[src/rtl/core/rmq_pkg.sv]
// rmq_pkg: shared types, widths and helpers for the matrix to quaternion pipeline
// no dependencies; imported by rmq_sqrt, rmq_div, rotation_matrix_to_quaternion, checker and test

package rmq_pkg;

   // fixed point format of every element and component
   localparam int FRAC_BITS  = 14;
   localparam int ELEM_W     = 16;
   localparam int SUM_W      = ELEM_W + 1;
   localparam int RAD_T_W    = ELEM_W + 3;
   localparam int RAD_W      = 32;
   localparam int ROOT_W     = RAD_W / 2;
   localparam int MAG_W      = SUM_W;
   localparam int REM_W      = ROOT_W + 3;
   localparam int QUO_W      = 16;
   localparam int NUM_W      = 32;
   localparam int DEN_W      = ROOT_W + 1;
   localparam int SQRT_STEPS = ROOT_W;
   localparam int DIV_STEPS  = QUO_W;

   localparam logic signed [RAD_T_W-1:0] ONE = RAD_T_W'(1) <<< FRAC_BITS;

   localparam logic [QUO_W-1:0] SAT_POS = 16'h7fff;
   localparam logic [QUO_W-1:0] SAT_NEG = 16'h8000;

   // component that takes the root directly
   typedef enum logic [1:0] {
      AXIS_X = 2'd0,
      AXIS_Y = 2'd1,
      AXIS_Z = 2'd2,
      AXIS_W = 2'd3
   } axis_type;

   // status that leaves a divider lane with its quotient
   typedef struct packed {
      logic ovf;
      logic zero;
      logic neg;
   } div_flags_type;

   // one divider lane operand: sign and magnitude of the numerator
   typedef struct packed {
      logic             neg;
      logic [MAG_W-1:0] mag;
   } lane_type;

   // sideband that rides through the square root
   typedef struct packed {
      axis_type axis;
      lane_type lane0;
      lane_type lane1;
      lane_type lane2;
   } side_type;

   function automatic logic signed [SUM_W-1:0] sx_sum(input logic signed [ELEM_W-1:0] v);
      sx_sum = SUM_W'(v);
   endfunction

   function automatic logic signed [RAD_T_W-1:0] sx_rad(input logic signed [ELEM_W-1:0] v);
      sx_rad = RAD_T_W'(v);
   endfunction

   // split a signed sum into sign and magnitude
   function automatic lane_type to_lane(input logic signed [SUM_W-1:0] d);
      lane_type l;
      l.neg = d[SUM_W-1];
      l.mag = l.neg ? MAG_W'(-d) : MAG_W'(d);
      to_lane = l;
   endfunction

endpackage

[src/rtl/core/rmq_sqrt.sv]
// rmq_sqrt: pipelined rounded integer square root, one result bit per stage
// depends on rmq_pkg

module rmq_sqrt
   import rmq_pkg::*;
#(
   parameter int SIDE_W = 8
) (
   input  logic              clock,
   input  logic              reset,
   input  logic              in_valid,
   input  logic [RAD_W-1:0]  in_rad,
   input  logic [SIDE_W-1:0] in_side,
   output logic              out_valid,
   output logic [ROOT_W-1:0] out_root,
   output logic [SIDE_W-1:0] out_side
);

   logic [RAD_W-1:0]  rad_ff  [SQRT_STEPS+1];
   logic [REM_W-1:0]  rem_ff  [SQRT_STEPS+1];
   logic [ROOT_W-1:0] root_ff [SQRT_STEPS+1];
   logic [SIDE_W-1:0] side_ff [SQRT_STEPS+1];
   logic [SQRT_STEPS:0] vld_ff;

   logic              res_vld_ff;
   logic [ROOT_W-1:0] res_root_ff;
   logic [SIDE_W-1:0] res_side_ff;
   logic [ROOT_W-1:0] res_root_in;

   // input stage
   always_ff @(posedge clock) begin
      if (reset) begin
         vld_ff[0] <= 1'b0;
      end else begin
         vld_ff[0] <= in_valid;
      end
      rad_ff[0]  <= in_rad;
      rem_ff[0]  <= '0;
      root_ff[0] <= '0;
      side_ff[0] <= in_side;
   end

   // one digit of the restoring recurrence per stage
   for (genvar g = 0; g < SQRT_STEPS; g++) begin : g_step
      logic [REM_W-1:0]  rem_sh;
      logic [REM_W-1:0]  trial;
      logic [REM_W-1:0]  rem_in;
      logic [ROOT_W-1:0] root_in;

      always_comb begin
         rem_sh = {rem_ff[g][REM_W-3:0], rad_ff[g][RAD_W-1:RAD_W-2]};
         trial  = REM_W'({root_ff[g], 2'b01});
         if (rem_sh >= trial) begin
            rem_in  = rem_sh - trial;
            root_in = {root_ff[g][ROOT_W-2:0], 1'b1};
         end else begin
            rem_in  = rem_sh;
            root_in = {root_ff[g][ROOT_W-2:0], 1'b0};
         end
      end

      always_ff @(posedge clock) begin
         if (reset) begin
            vld_ff[g+1] <= 1'b0;
         end else begin
            vld_ff[g+1] <= vld_ff[g];
         end
         rad_ff[g+1]  <= {rad_ff[g][RAD_W-3:0], 2'b00};
         rem_ff[g+1]  <= rem_in;
         root_ff[g+1] <= root_in;
         side_ff[g+1] <= side_ff[g];
      end
   end

   // round to nearest: bump when the remainder exceeds the floor root
   assign res_root_in = (rem_ff[SQRT_STEPS] > REM_W'(root_ff[SQRT_STEPS]))
                      ? root_ff[SQRT_STEPS] + ROOT_W'(1) : root_ff[SQRT_STEPS];

   always_ff @(posedge clock) begin
      if (reset) begin
         res_vld_ff <= 1'b0;
      end else begin
         res_vld_ff <= vld_ff[SQRT_STEPS];
      end
      res_root_ff <= res_root_in;
      res_side_ff <= side_ff[SQRT_STEPS];
   end

   assign out_valid = res_vld_ff;
   assign out_root  = res_root_ff;
   assign out_side  = res_side_ff;

endmodule

[config.mk]
export PLATFORM = sky130hd
export DESIGN_NAME = rmq_sqrt
export DESIGN_NICKNAME = d
export VERILOG_FILES = /design/src/rtl/core/rmq_pkg.sv /design/src/rtl/core/rmq_sqrt.sv
export SDC_FILE = /design/constraint.sdc
export NUM_CORES = 1
export LEC_CHECK = 0
export ABC_AREA = 1
export BUFFER_PORTS_ARGS = -buffer_cell sky130_fd_sc_hd__buf_4
export CORE_UTILIZATION = 30
export DETAILED_ROUTE_END_ITERATION = 10
export PLACE_DENSITY = 0.52
export SLEW_MARGIN = 20
export SYNTH_ARGS = -nofsm -noshare
export SYNTH_HDL_FRONTEND = slang
export SYNTH_SLANG_ARGS = --single-unit
[constraint.sdc]
create_clock -name clock -period 1.85 [get_ports clock]
set_input_delay 0.185 -clock clock [delete_from_list [all_inputs] [get_ports clock]]
set_output_delay 0.185 -clock clock [all_outputs]
set_load 0.02 [all_outputs]
==> summary.md <==
| Metric | Value |
|---|---|
| Status | `finished, violations left` |
| Violated checks | `negative setup slack` |
| Worst Setup Start Kind | `flop` |
| Largest area contributor in the synthesized netlist | `dfxtp_1` |
| R2R setup slack | `-30 ps` |
| Hold crit path type | `input port to flop` |
| Crit path DAT | `2430 ps` |
| Cell mode on critical path | `nand2_4` |
| Nets | `4,817` |
| Die Height | `327 µm` |
| Area share of the largest cell type after synthesis | `53.0%` |
| Overall Power | `65.7 mW` |
| Number of synthesized flops with an enable pin | `0` |
| Post-Syn Area | `31,800 µm²` |
| Clock Pin Slew Worst Setup and Hold Paths | `60 ps` |
| Layout Utilization | `43.0%` |
| CP max stage cell | `dfxtp_2` |
| Initial antenna violation count | `1` |
| Synth top area cells | `dfxtp_1, nand2_1, inv_1` |
| Period utilisation layout | `102%` |
| RSZ-0062 raised after global routing | `true` |
| Post-route ant nets | `0` |
| Synth warn | `0` |
| Worst Setup End Kind | `flop` |
| Clock Sinks | `842` |
| Leak | `22.4 nW` |
| CTS H-tree lvls | `3` |
| Initial Util | `30.2%` |
| Fmax achieved | `531 MHz` |
| Mapped Nets | `4,120` |
| Tot GR Track Use | `14.4%` |
| Drt first pass iters | `6` |
| Total die area | `107,000 µm²` |
| Fin. max-slew vios | `0` |
| GPL Wtd Cong | `0.855` |
| Core footprint | `105,000 µm²` |
| Required @ worst endpoint | `2400 ps` |
| Commonest cells post-synth | `nand2_1, dfxtp_1, inv_1` |
| Clock Latency Late Sink | `670 ps` |
| Fin Clk Skew | `21.9 ps` |
| Final setup viols | `13` |
| Worst-path cell chain | `inv_2, ha_4, a21oi_2, a21boi_2, nand4_1, nor2_4, buf_12, inv_8, nand2_4, nand2_4` |
| TNS Setup | `-200 ps` |
| Final wirelength | `81,600 µm` |
| Die X | `327 µm` |
| VDD IR-drop max | `0.00100 V` |
| Max Buffers Root-to-Sink | `3` |
| Vias per cell | `4.28` |
| Largest net degree at the start of global routing | `23` |
| Most common cell in the netlist | `nand2_1` |
| Critical path class | `flop to flop` |
| Final min period | `1880 ps` |
| Asr flop ratio synth | `0%` |
| DP HPWL | `58,500 µm` |
| FILL cells | `10.4k` |
| Initial DRC count | `1,191` |
| Area grow syn2layout | `42.1%` |
| Slowest Stage Delay on Critical Path | `330 ps` |
| DR WL/cell | `13.4 µm` |
| Final hold violation count | `0` |
| # Max-Cap Violations | `0` |
| CP Max Fanout | `5` |
| TritonCTS clock tree | `yes` |
| Via count | `26.0k` |
| IO buf count | `67` |
| Slack of the critical path | `-34.9 ps` |
| Post-synth top flop | `dfxtp_1` |
| Global-route wire length before repair | `125,000 µm` |
| FP Rows | `119` |
| Synth unique cells | `46` |
| GRT Residual Overflow | `0` |
| Clk root buf | `clkbuf_16` |
| Vias in the first global route | `25.2k` |
| Layout cells sized above 1 | `30.7%` |
| PD cells | `1450 nW/µm²` |
| Synthesized area per cell | `8.14 µm²` |
| Synthesized flop and latch total | `842` |
| Io pins | `68` |
| Syn Inst Count | `3,906` |
| Residual DRC | `0` |
| Sequential element share of the synthesized area | `53.0%` |
| CTS Buf Count | `93` |
layout make-up:
class | count | area (µm²) | share of cell area, %
Timing Repair Buffer | 628 | 5370 | 11.9
Clock inverter | 46 | 579 | 1.28
Clock buffer | 126 | 2630 | 5.83
Sequential cell | 842 | 17000 | 37.6
Tap cell | 1391 | 1740 | 3.85
Antenna cell | 1 | 2.50 | 0.00554
Multi-Input combinational cell | 2460 | 15700 | 34.7
Inverter | 578 | 2180 | 4.84
metal layers:
layer | up-vias | share of wire [%] | track usage [%]
li1 | 13600 | - | -
met1 | 11700 | 45 | 17.8
met2 | 416 | 48 | 24.5
met3 | 197 | 3.1 | 2.51
met4 | 0 | 4.0 | 5.96
met5 | - | 0 | 0
kinds of logic (layout without fill, tap and decap cells):
family | count (synthesis) | after routing | synth area share [%]
simple gates | 1903 | 1910 | 25.3
other cells | 1 | 2 | 0.0118
fa+ha+maj | 171 | 171 | 6.73
buf+inv | 612 | 1378 | 7.48
flops | 842 | 842 | 53.0
xor+xnor | 104 | 104 | 2.87
compound gates | 273 | 274 | 4.61
worst max-delay path: cells and delay by family, from the launching register on:
family,cells,cell delay (ps)
flip-flops,1,330
AO/OA/AOI/OAI,2,400
buffers and inverters,3,250
AND/OR/NAND/NOR,4,550
adder cells (fa/ha/maj),1,240
through the flow:
stage | setup WS (ps) | std cells | cell area, µm² | hold WS, ps
after global routing | -135 | 6071 | 45200 | 132
final | -34.9 | 6072 | 45200 | 167
after detailed placement | -196 | 5767 | 37200 | 291
after CTS | -7.00 | 5993 | 41800 | 109
after global placement | -231 | 5767 | 37200 | 289
after floorplan | 56.5 | 3906 | 31800 | 213
placed cells by master (no fill, tap or decap), types with 8 or more instances in the layout:
cell,netlist,routed
a21oi_2,1,50
buf_12,0,14
clkinvlp_4,0,13
o21ai_0,91,57
nor3_1,43,34
xor2_1,73,73
nor2_2,5,42
nand2_1,1172,1014
a21oi_1,140,84
xnor2_1,31,30
dfxtp_2,0,101
buf_4,8,526
nand3_1,259,216
ha_1,171,58
bufinv_16,0,10
ha_4,0,110
nand2_2,13,134
a21o_1,9,9
inv_2,4,51
nor2_1,277,219
o21ai_2,0,24
nand2_4,3,41
dlygate4sd3_1,0,43
nand3_2,4,43
nand4_1,42,42
or2_2,17,17
clkbuf_8,0,14
dfxtp_1,842,737
clkbuf_16,0,109
nand3b_1,40,40
o21ai_1,9,17
a21oi_4,1,9
buf_6,4,28
nor2_4,3,25
nor3_2,2,8
inv_1,574,524
clkinv_2,0,10
clkbuf_1,6,17
registers in the layout, summed over array words and instances, names as in the netlist:
name	count
out_side	8
out_valid	1
rad_ff	272
rem_ff	256
out_root	16
side_ff	136
root_ff	136
vld_ff	17
final timing paths:
check / cells past startpoint / to / startpoint
worst max register to register: 10 / rem_ff[6][0]$_DFF_P_ / root_ff[0][84]$_DFF_P_
worst min register to register: 0 / rad_ff[0][379]$_DFF_P_ / rad_ff[0][345]$_DFF_P_
worst min-delay path: 2 / rad_ff[0][21]$_DFF_P_ / in_rad[21]
worst max-delay path: 10 / rem_ff[6][0]$_DFF_P_ / root_ff[0][84]$_DFF_P_
repair_timing:
action / CTS / global route
setup endpoints to repair: 217 / 260
hold buffers: 43 / 0
hold endpoints to repair: 58 / 0
gates cloned: 4 / 23
resized for setup: 161 / 655
pin swaps: 22 / 184
buffers inserted: 8 / 56
power by group:
group	switching, mW	internal (mW)
logic	12.0	10.5
registers	2.74	21.4
clock network	7.53	11.5
total	22.3	43.4
Power figures use the tool's default switching activity.
