<file path="config.mk">
export PLATFORM = sky130hd
export DESIGN_NAME = rmq_div
export DESIGN_NICKNAME = d
export VERILOG_FILES = /design/src/rtl/core/rmq_pkg.sv /design/src/rtl/core/rmq_div.sv
export SDC_FILE = /design/constraint.sdc
export NUM_CORES = 1
export LEC_CHECK = 0
export BUFFER_PORTS_ARGS = -buffer_cell sky130_fd_sc_hd__buf_2
export CAP_MARGIN = 20
export CORE_AREA = 2 2 321 323
export DETAILED_ROUTE_END_ITERATION = 8
export DIE_AREA = 0 0 323 325
export SYNTH_ARGS = -nofsm -noshare
export SYNTH_HDL_FRONTEND = slang
export SYNTH_SLANG_ARGS = --single-unit
export TNS_END_PERCENT = 50
</file>
<file path="constraint.sdc">
create_clock -name clock -period 3.8 [get_ports clock]
set_clock_uncertainty 0.15 [all_clocks]
set_input_delay 0.19 -clock clock [delete_from_list [all_inputs] [get_ports clock]]
set_output_delay 0.19 -clock clock [all_outputs]
set_load 0.02 [all_outputs]
</file>
<file path="src/rtl/core/rmq_pkg.sv">
// rmq_pkg: shared types, widths and helpers for the matrix to quaternion pipeline
// no dependencies; imported by rmq_sqrt, rmq_div, rotation_matrix_to_quaternion, checker and test

package rmq_pkg;

   // fixed point format of every element and component
   localparam int FRAC_BITS  = 14;
   localparam int ELEM_W     = 16;
   localparam int SUM_W      = ELEM_W + 1;
   localparam int RAD_T_W    = ELEM_W + 3;
   localparam int RAD_W      = 32;
   localparam int ROOT_W     = RAD_W / 2;
   localparam int MAG_W      = SUM_W;
   localparam int REM_W      = ROOT_W + 3;
   localparam int QUO_W      = 16;
   localparam int NUM_W      = 32;
   localparam int DEN_W      = ROOT_W + 1;
   localparam int SQRT_STEPS = ROOT_W;
   localparam int DIV_STEPS  = QUO_W;

   localparam logic signed [RAD_T_W-1:0] ONE = RAD_T_W'(1) <<< FRAC_BITS;

   localparam logic [QUO_W-1:0] SAT_POS = 16'h7fff;
   localparam logic [QUO_W-1:0] SAT_NEG = 16'h8000;

   // component that takes the root directly
   typedef enum logic [1:0] {
      AXIS_X = 2'd0,
      AXIS_Y = 2'd1,
      AXIS_Z = 2'd2,
      AXIS_W = 2'd3
   } axis_type;

   // status that leaves a divider lane with its quotient
   typedef struct packed {
      logic ovf;
      logic zero;
      logic neg;
   } div_flags_type;

   // one divider lane operand: sign and magnitude of the numerator
   typedef struct packed {
      logic             neg;
      logic [MAG_W-1:0] mag;
   } lane_type;

   // sideband that rides through the square root
   typedef struct packed {
      axis_type axis;
      lane_type lane0;
      lane_type lane1;
      lane_type lane2;
   } side_type;

   function automatic logic signed [SUM_W-1:0] sx_sum(input logic signed [ELEM_W-1:0] v);
      sx_sum = SUM_W'(v);
   endfunction

   function automatic logic signed [RAD_T_W-1:0] sx_rad(input logic signed [ELEM_W-1:0] v);
      sx_rad = RAD_T_W'(v);
   endfunction

   // split a signed sum into sign and magnitude
   function automatic lane_type to_lane(input logic signed [SUM_W-1:0] d);
      lane_type l;
      l.neg = d[SUM_W-1];
      l.mag = l.neg ? MAG_W'(-d) : MAG_W'(d);
      to_lane = l;
   endfunction

endpackage

</file>
<file path="src/rtl/core/rmq_div.sv">
// rmq_div: pipelined rounded divide of a scaled numerator by twice the root
// depends on rmq_pkg

module rmq_div
   import rmq_pkg::*;
(
   input  logic              clock,
   input  logic              reset,
   input  logic              in_valid,
   input  logic [ROOT_W-1:0] in_root,
   input  lane_type          in_lane,
   output logic              out_valid,
   output logic [QUO_W-1:0]  out_quo,
   output div_flags_type     out_flags
);

   logic [NUM_W-1:0]  num_in;
   logic [DEN_W-1:0]  den_in;
   div_flags_type     flags_in;

   logic [NUM_W-1:0]   rem_ff   [DIV_STEPS+1];
   logic [DEN_W-1:0]   den_ff   [DIV_STEPS+1];
   logic [QUO_W-1:0]   quo_ff   [DIV_STEPS+1];
   div_flags_type      flags_ff [DIV_STEPS+1];
   logic [DIV_STEPS:0] vld_ff;

   // numerator mag*2^FRAC_BITS + s gives the half-up rounding
   always_comb begin
      num_in        = NUM_W'({in_lane.mag, {FRAC_BITS{1'b0}}}) + NUM_W'(in_root);
      den_in        = {in_root, 1'b0};
      flags_in.zero = (in_root == '0);
      flags_in.neg  = in_lane.neg;
      flags_in.ovf  = {1'b0, num_in} >= {den_in, {QUO_W{1'b0}}};
   end

   always_ff @(posedge clock) begin
      if (reset) begin
         vld_ff[0] <= 1'b0;
      end else begin
         vld_ff[0] <= in_valid;
      end
      rem_ff[0]   <= num_in;
      den_ff[0]   <= den_in;
      quo_ff[0]   <= '0;
      flags_ff[0] <= flags_in;
   end

   // one quotient bit per stage, most significant first
   for (genvar g = 0; g < DIV_STEPS; g++) begin : g_step
      logic [NUM_W:0]   dsh;
      logic             take;
      logic [NUM_W-1:0] rem_in;

      always_comb begin
         dsh    = (NUM_W+1)'(den_ff[g]) << (DIV_STEPS - 1 - g);
         take   = {1'b0, rem_ff[g]} >= dsh;
         rem_in = take ? NUM_W'({1'b0, rem_ff[g]} - dsh) : rem_ff[g];
      end

      always_ff @(posedge clock) begin
         if (reset) begin
            vld_ff[g+1] <= 1'b0;
         end else begin
            vld_ff[g+1] <= vld_ff[g];
         end
         rem_ff[g+1]   <= rem_in;
         den_ff[g+1]   <= den_ff[g];
         quo_ff[g+1]   <= {quo_ff[g][QUO_W-2:0], take};
         flags_ff[g+1] <= flags_ff[g];
      end
   end

   assign out_valid = vld_ff[DIV_STEPS];
   assign out_quo   = quo_ff[DIV_STEPS];
   assign out_flags = flags_ff[DIV_STEPS];

endmodule

</file>
==> flow_metrics.py <==
metrics = {
    "outcome": {
        "outcome": "finished, final reports clean",
    },
    "global_routing": {
        "antenna_found_initial": 0,
        "grtUsageTotal": 0.149,
        "grt_pass1_wl_mm": 128,
        "grt-ovfl-total": 0,
        "grt_pass1_vias": 25395,
        "grt_max_degree": 32,
    },
    "routing": {
        "wl_per_cell_um": 14.7,
        "antenna_left": 0,
        "drt_iter0_drc": 1237,
        "via_per_inst": 4.85,
        "dr.pass1.iters": 5,
        "drt-total-wl_mm": 77.6,
        "drc": 0,
        "num_vias": 25626,
    },
    "setup_path": {
        "arrival_ns": 3.82,
        "crit_buf_inv": 1,
        "reg2reg_from": "rem_ff[0][202]$_DFF_P_",
        "cpPeakStageDelay_ns": 0.53,
        "worst-path-stages": 11,
        "r2r_setup_slack_ns": 0.41,
        "cp-start-kind": "flip-flop",
        "crit_path_cell_trace": "inv_1 -> ha_1 -> fa_1 -> nor2b_1 -> o21ai_0 -> a21boi_0 -> o21ai_0 -> a2111oi_0 -> nor2_2 -> nor4b_1 -> xor2_1",
        "crit_type": "reg -> reg",
        "required_ns": 4.22,
        "crit_family": "compound AO/OA/AOI/OAI gates",
        "crit_start": "rem_ff[0][202]$_DFF_P_",
        "reg2regPathDepth": 11,
        "critical_path_peak_fanout": 18,
        "worst_path_max_delay_cell": "a2111oi_0",
        "crit_path_end": "rem_ff[0][254]$_DFF_P_",
        "crit_top_cell": "o21ai_0",
        "end_kind": "flip-flop",
        "reg2reg_to": "rem_ff[0][254]$_DFF_P_",
    },
    "synthesis": {
        "synth_fp_nets": 4006,
        "synth-simple-area-share": 0.146,
        "muxShareOfSynthArea": 0.0152,
        "yosys-top-cells-area": "dfxtp_1 (47%), ha_1 (9.6%), xor2_1 (3.8%), inv_1 (3.5%), o21ai_0 (3.3%)",
        "synthAdderAreaFrac": 0.106,
        "ys_warn_count": 0,
        "synth-edff-count": 0,
        "ys_ff_latch": 826,
        "synth-compound-area-share": 0.150,
        "synth_cell_types": 86,
        "synth_xor_xnor_area_share": 0.0712,
        "post_synth_instance_area_sq_um": 35300,
        "yosysTopAreaCellShare": 0.469,
        "ys.flop_type": "dfxtp_1",
        "yosysTopAreaCell": "dfxtp_1",
        "postSynthAreaPerCell_sq_um": 9.59,
        "netlist_instances": 3681,
        "synthArstFlopShare": 0,
        "synth_top_family_by_area": "compound AO/OA/AOI/OAI gates",
        "seq_area_frac_synth": 0.469,
    },
    "die": {
        "core_area_sq_um": 101000,
        "die_w_um": 323,
        "io_pins": 57,
        "row_count": 117,
        "die_y_um": 325,
        "start_util": 0.348,
        "dieArea_sq_um": 105000,
    },
    "cells_and_area": {
        "layout-area-overhead-vs-synth_pct": 15.9,
        "drive_gt1_frac": 0.0851,
        "instances_no_fill": 5282,
        "final_area_sq_um": 40900,
        "fin_util": 0.404,
        "n_fill_cell": 9996,
        "insertedDiodeCount": 0,
        "fin_nets": 4169,
    },
    "placed_design": {
        "io_buffers": 56,
        "place_area_sq_um": 37200,
        "gp_congestion": 0.880,
        "dp_hpwl_mm": 58.7,
        "dp_cells": 5069,
    },
    "timing": {
        "fin_crit_ns": 3.39,
        "finalCritPeriodShare": 0.893,
        "tightest_slew_ns": 0.818,
        "fin_tns_setup_ns": 0,
        "finalHoldViolCount": 0,
        "max_freq_ghz": 0.295,
        "hold_slack_ns": 0.0527,
        "rsz0062_at_grt": "false",
        "slew_violations": 0,
        "final-setup-viol-count": 0,
        "timing.slew.headroom": 0.441,
    },
    "clock_network": {
        "clock_sinks": 826,
        "cts_buffers": 92,
        "clockBufferDepth": 3,
        "clk_pin_slew_worst_paths_ns": 0.06,
        "cts_tree": "done",
        "htreeDepth": 3,
        "clk_latency_ns": 0.66,
        "cts-root-buf": "clkbuf_16",
    },
    "power_and_ir_drop": {
        "powerDensity_nw_per_um2": 847,
        "ir_worst_vdd_uv": 395,
        "leakage_nw": 18.0,
    },
    "hold_path": {
        "worstHoldPathType": "in -> reg",
    },
    "flow_run": {
        "drv_cap": 0,
    },
}
==> stage by stage <==
step | setup slack (ns) | power, mW
6_report | 0.407 | 34.6
5_1_grt | 0.0254 | 37.3
4_1_cts | 0.390 | 34.9
3_5_place_dp | 0.385 | 25.5
3_3_place_gp | 0.376 | 25.4
2_1_floorplan | 0.894 | 22.4
==> where the power goes <==
| group | internal [mW] | switching [mW] | leakage (nW) |
|---|---|---|---|
| Clock | 5.55 | 3.59 | 1.57 |
| Sequential | 11.1 | 1.66 | 6.92 |
| Combinational | 5.85 | 6.87 | 9.48 |
==> Yosys cell counts (13+ instances only) <==
cell      number
o31a_1        13
a211o_1       16
nor2b_1       66
nor4_1        52
or4_1         18
xnor2_1      134
nor3_1        75
ha_1         272
o211ai_1      17
dfxtp_1      826
clkbuf_1      41
mux2_2        45
or2_2         17
xor2_1       153
a21oi_1      226
a31oi_1       23
o21bai_1      14
nand4_1       54
inv_1        333
and4_1        13
nor2_1       228
nand2b_1      49
fa_1          16
o21a_1        39
nand2_1      240
or3_1         31
nand3_1       49
o31ai_1       24
a211oi_1      33
o21ai_0      235
and3_1        14
a21o_1       103
nor4b_1       23
==> placed cells by master, fill, tap and decap left out, types with 16 or more instances in the layout <==
master,synthesis,routed
nor4_1,52,52
o211ai_1,17,17
a21o_1,103,103
nand4_1,54,54
fa_1,16,16
nand3_1,49,49
clkbuf_8,0,20
xnor2_1,134,134
dlygate4sd3_1,0,49
a31oi_1,23,22
o21ai_0,235,235
or3_1,31,31
buf_4,2,26
nand2b_1,49,49
ha_1,272,272
nor2_1,228,227
a211o_1,16,16
dfxtp_1,826,826
nor4b_1,23,23
buf_2,12,56
a21oi_1,226,226
xor2_1,153,153
inv_1,333,333
clkbuf_16,0,94
nor2b_1,66,66
nand2_1,240,240
mux2_2,45,45
clkinv_2,0,16
or4_1,18,18
or2_2,17,17
nor3_1,75,75
o21a_1,39,39
a211oi_1,33,33
o31ai_1,24,24
==> per-layer routing <==
metal,share of wire,GRT usage,wire (um)
met5,0,0,0
met4,0.034,0.0586,2630
met3,0.037,0.0240,2890
met2,0.48,0.257,37100
met1,0.45,0.183,34900
==> layout make-up <==
class / instances / area (sq um) / area share
clock buffers: 126 / 2670 / 0.0653
multi-input cells: 2455 / 17200 / 0.421
flip-flops and latches: 826 / 16500 / 0.404
well taps: 1368 / 1710 / 0.0418
clock inverters: 38 / 513 / 0.0125
repair buffers: 133 / 1010 / 0.0246
inverters: 336 / 1260 / 0.0308
==> worst min-delay path by stage <==
stage / start / endpoint / cells past startpoint
2_1_floorplan: in_root[14] / den_ff[0][15]$_DFF_P_ / 0
3_3_place_gp: in_lane[17] / flags_ff[0][0]$_DFF_P_ / 1
3_5_place_dp: in_lane[17] / flags_ff[0][0]$_DFF_P_ / 1
4_1_cts: in_root[8] / rem_ff[0][8]$_DFF_P_ / 2
5_1_grt: in_root[10] / rem_ff[0][10]$_DFF_P_ / 2
6_report: in_root[8] / rem_ff[0][8]$_DFF_P_ / 2
==> repair_timing <==
item | 4_1_cts | 5_1_grt
endpoints found under the hold margin | 54 | 0
buffers inserted | 0 | 0
gates resized for setup | 0 | 0
hold buffers | 49 | 0
==> logic make-up after synthesis <==
family	Yosys count
AOI/OAI and AO/OA	838
xor gates and xnor gates	287
adders and majority gates	288
buffers and inverters	400
DFF	826
muxes	48
and+or+nand+nor	994
==> sequential cells by signal, indices dropped and copies added (netlist names) <==
| signal | cells |
|---|---|
| quo_ff | 136 |
| out_valid | 1 |
| vld_ff | 16 |
| den_ff | 110 |
| rem_ff | 512 |
| flags_ff | 51 |
No activity file was read; power rests on OpenSTA's default activity.
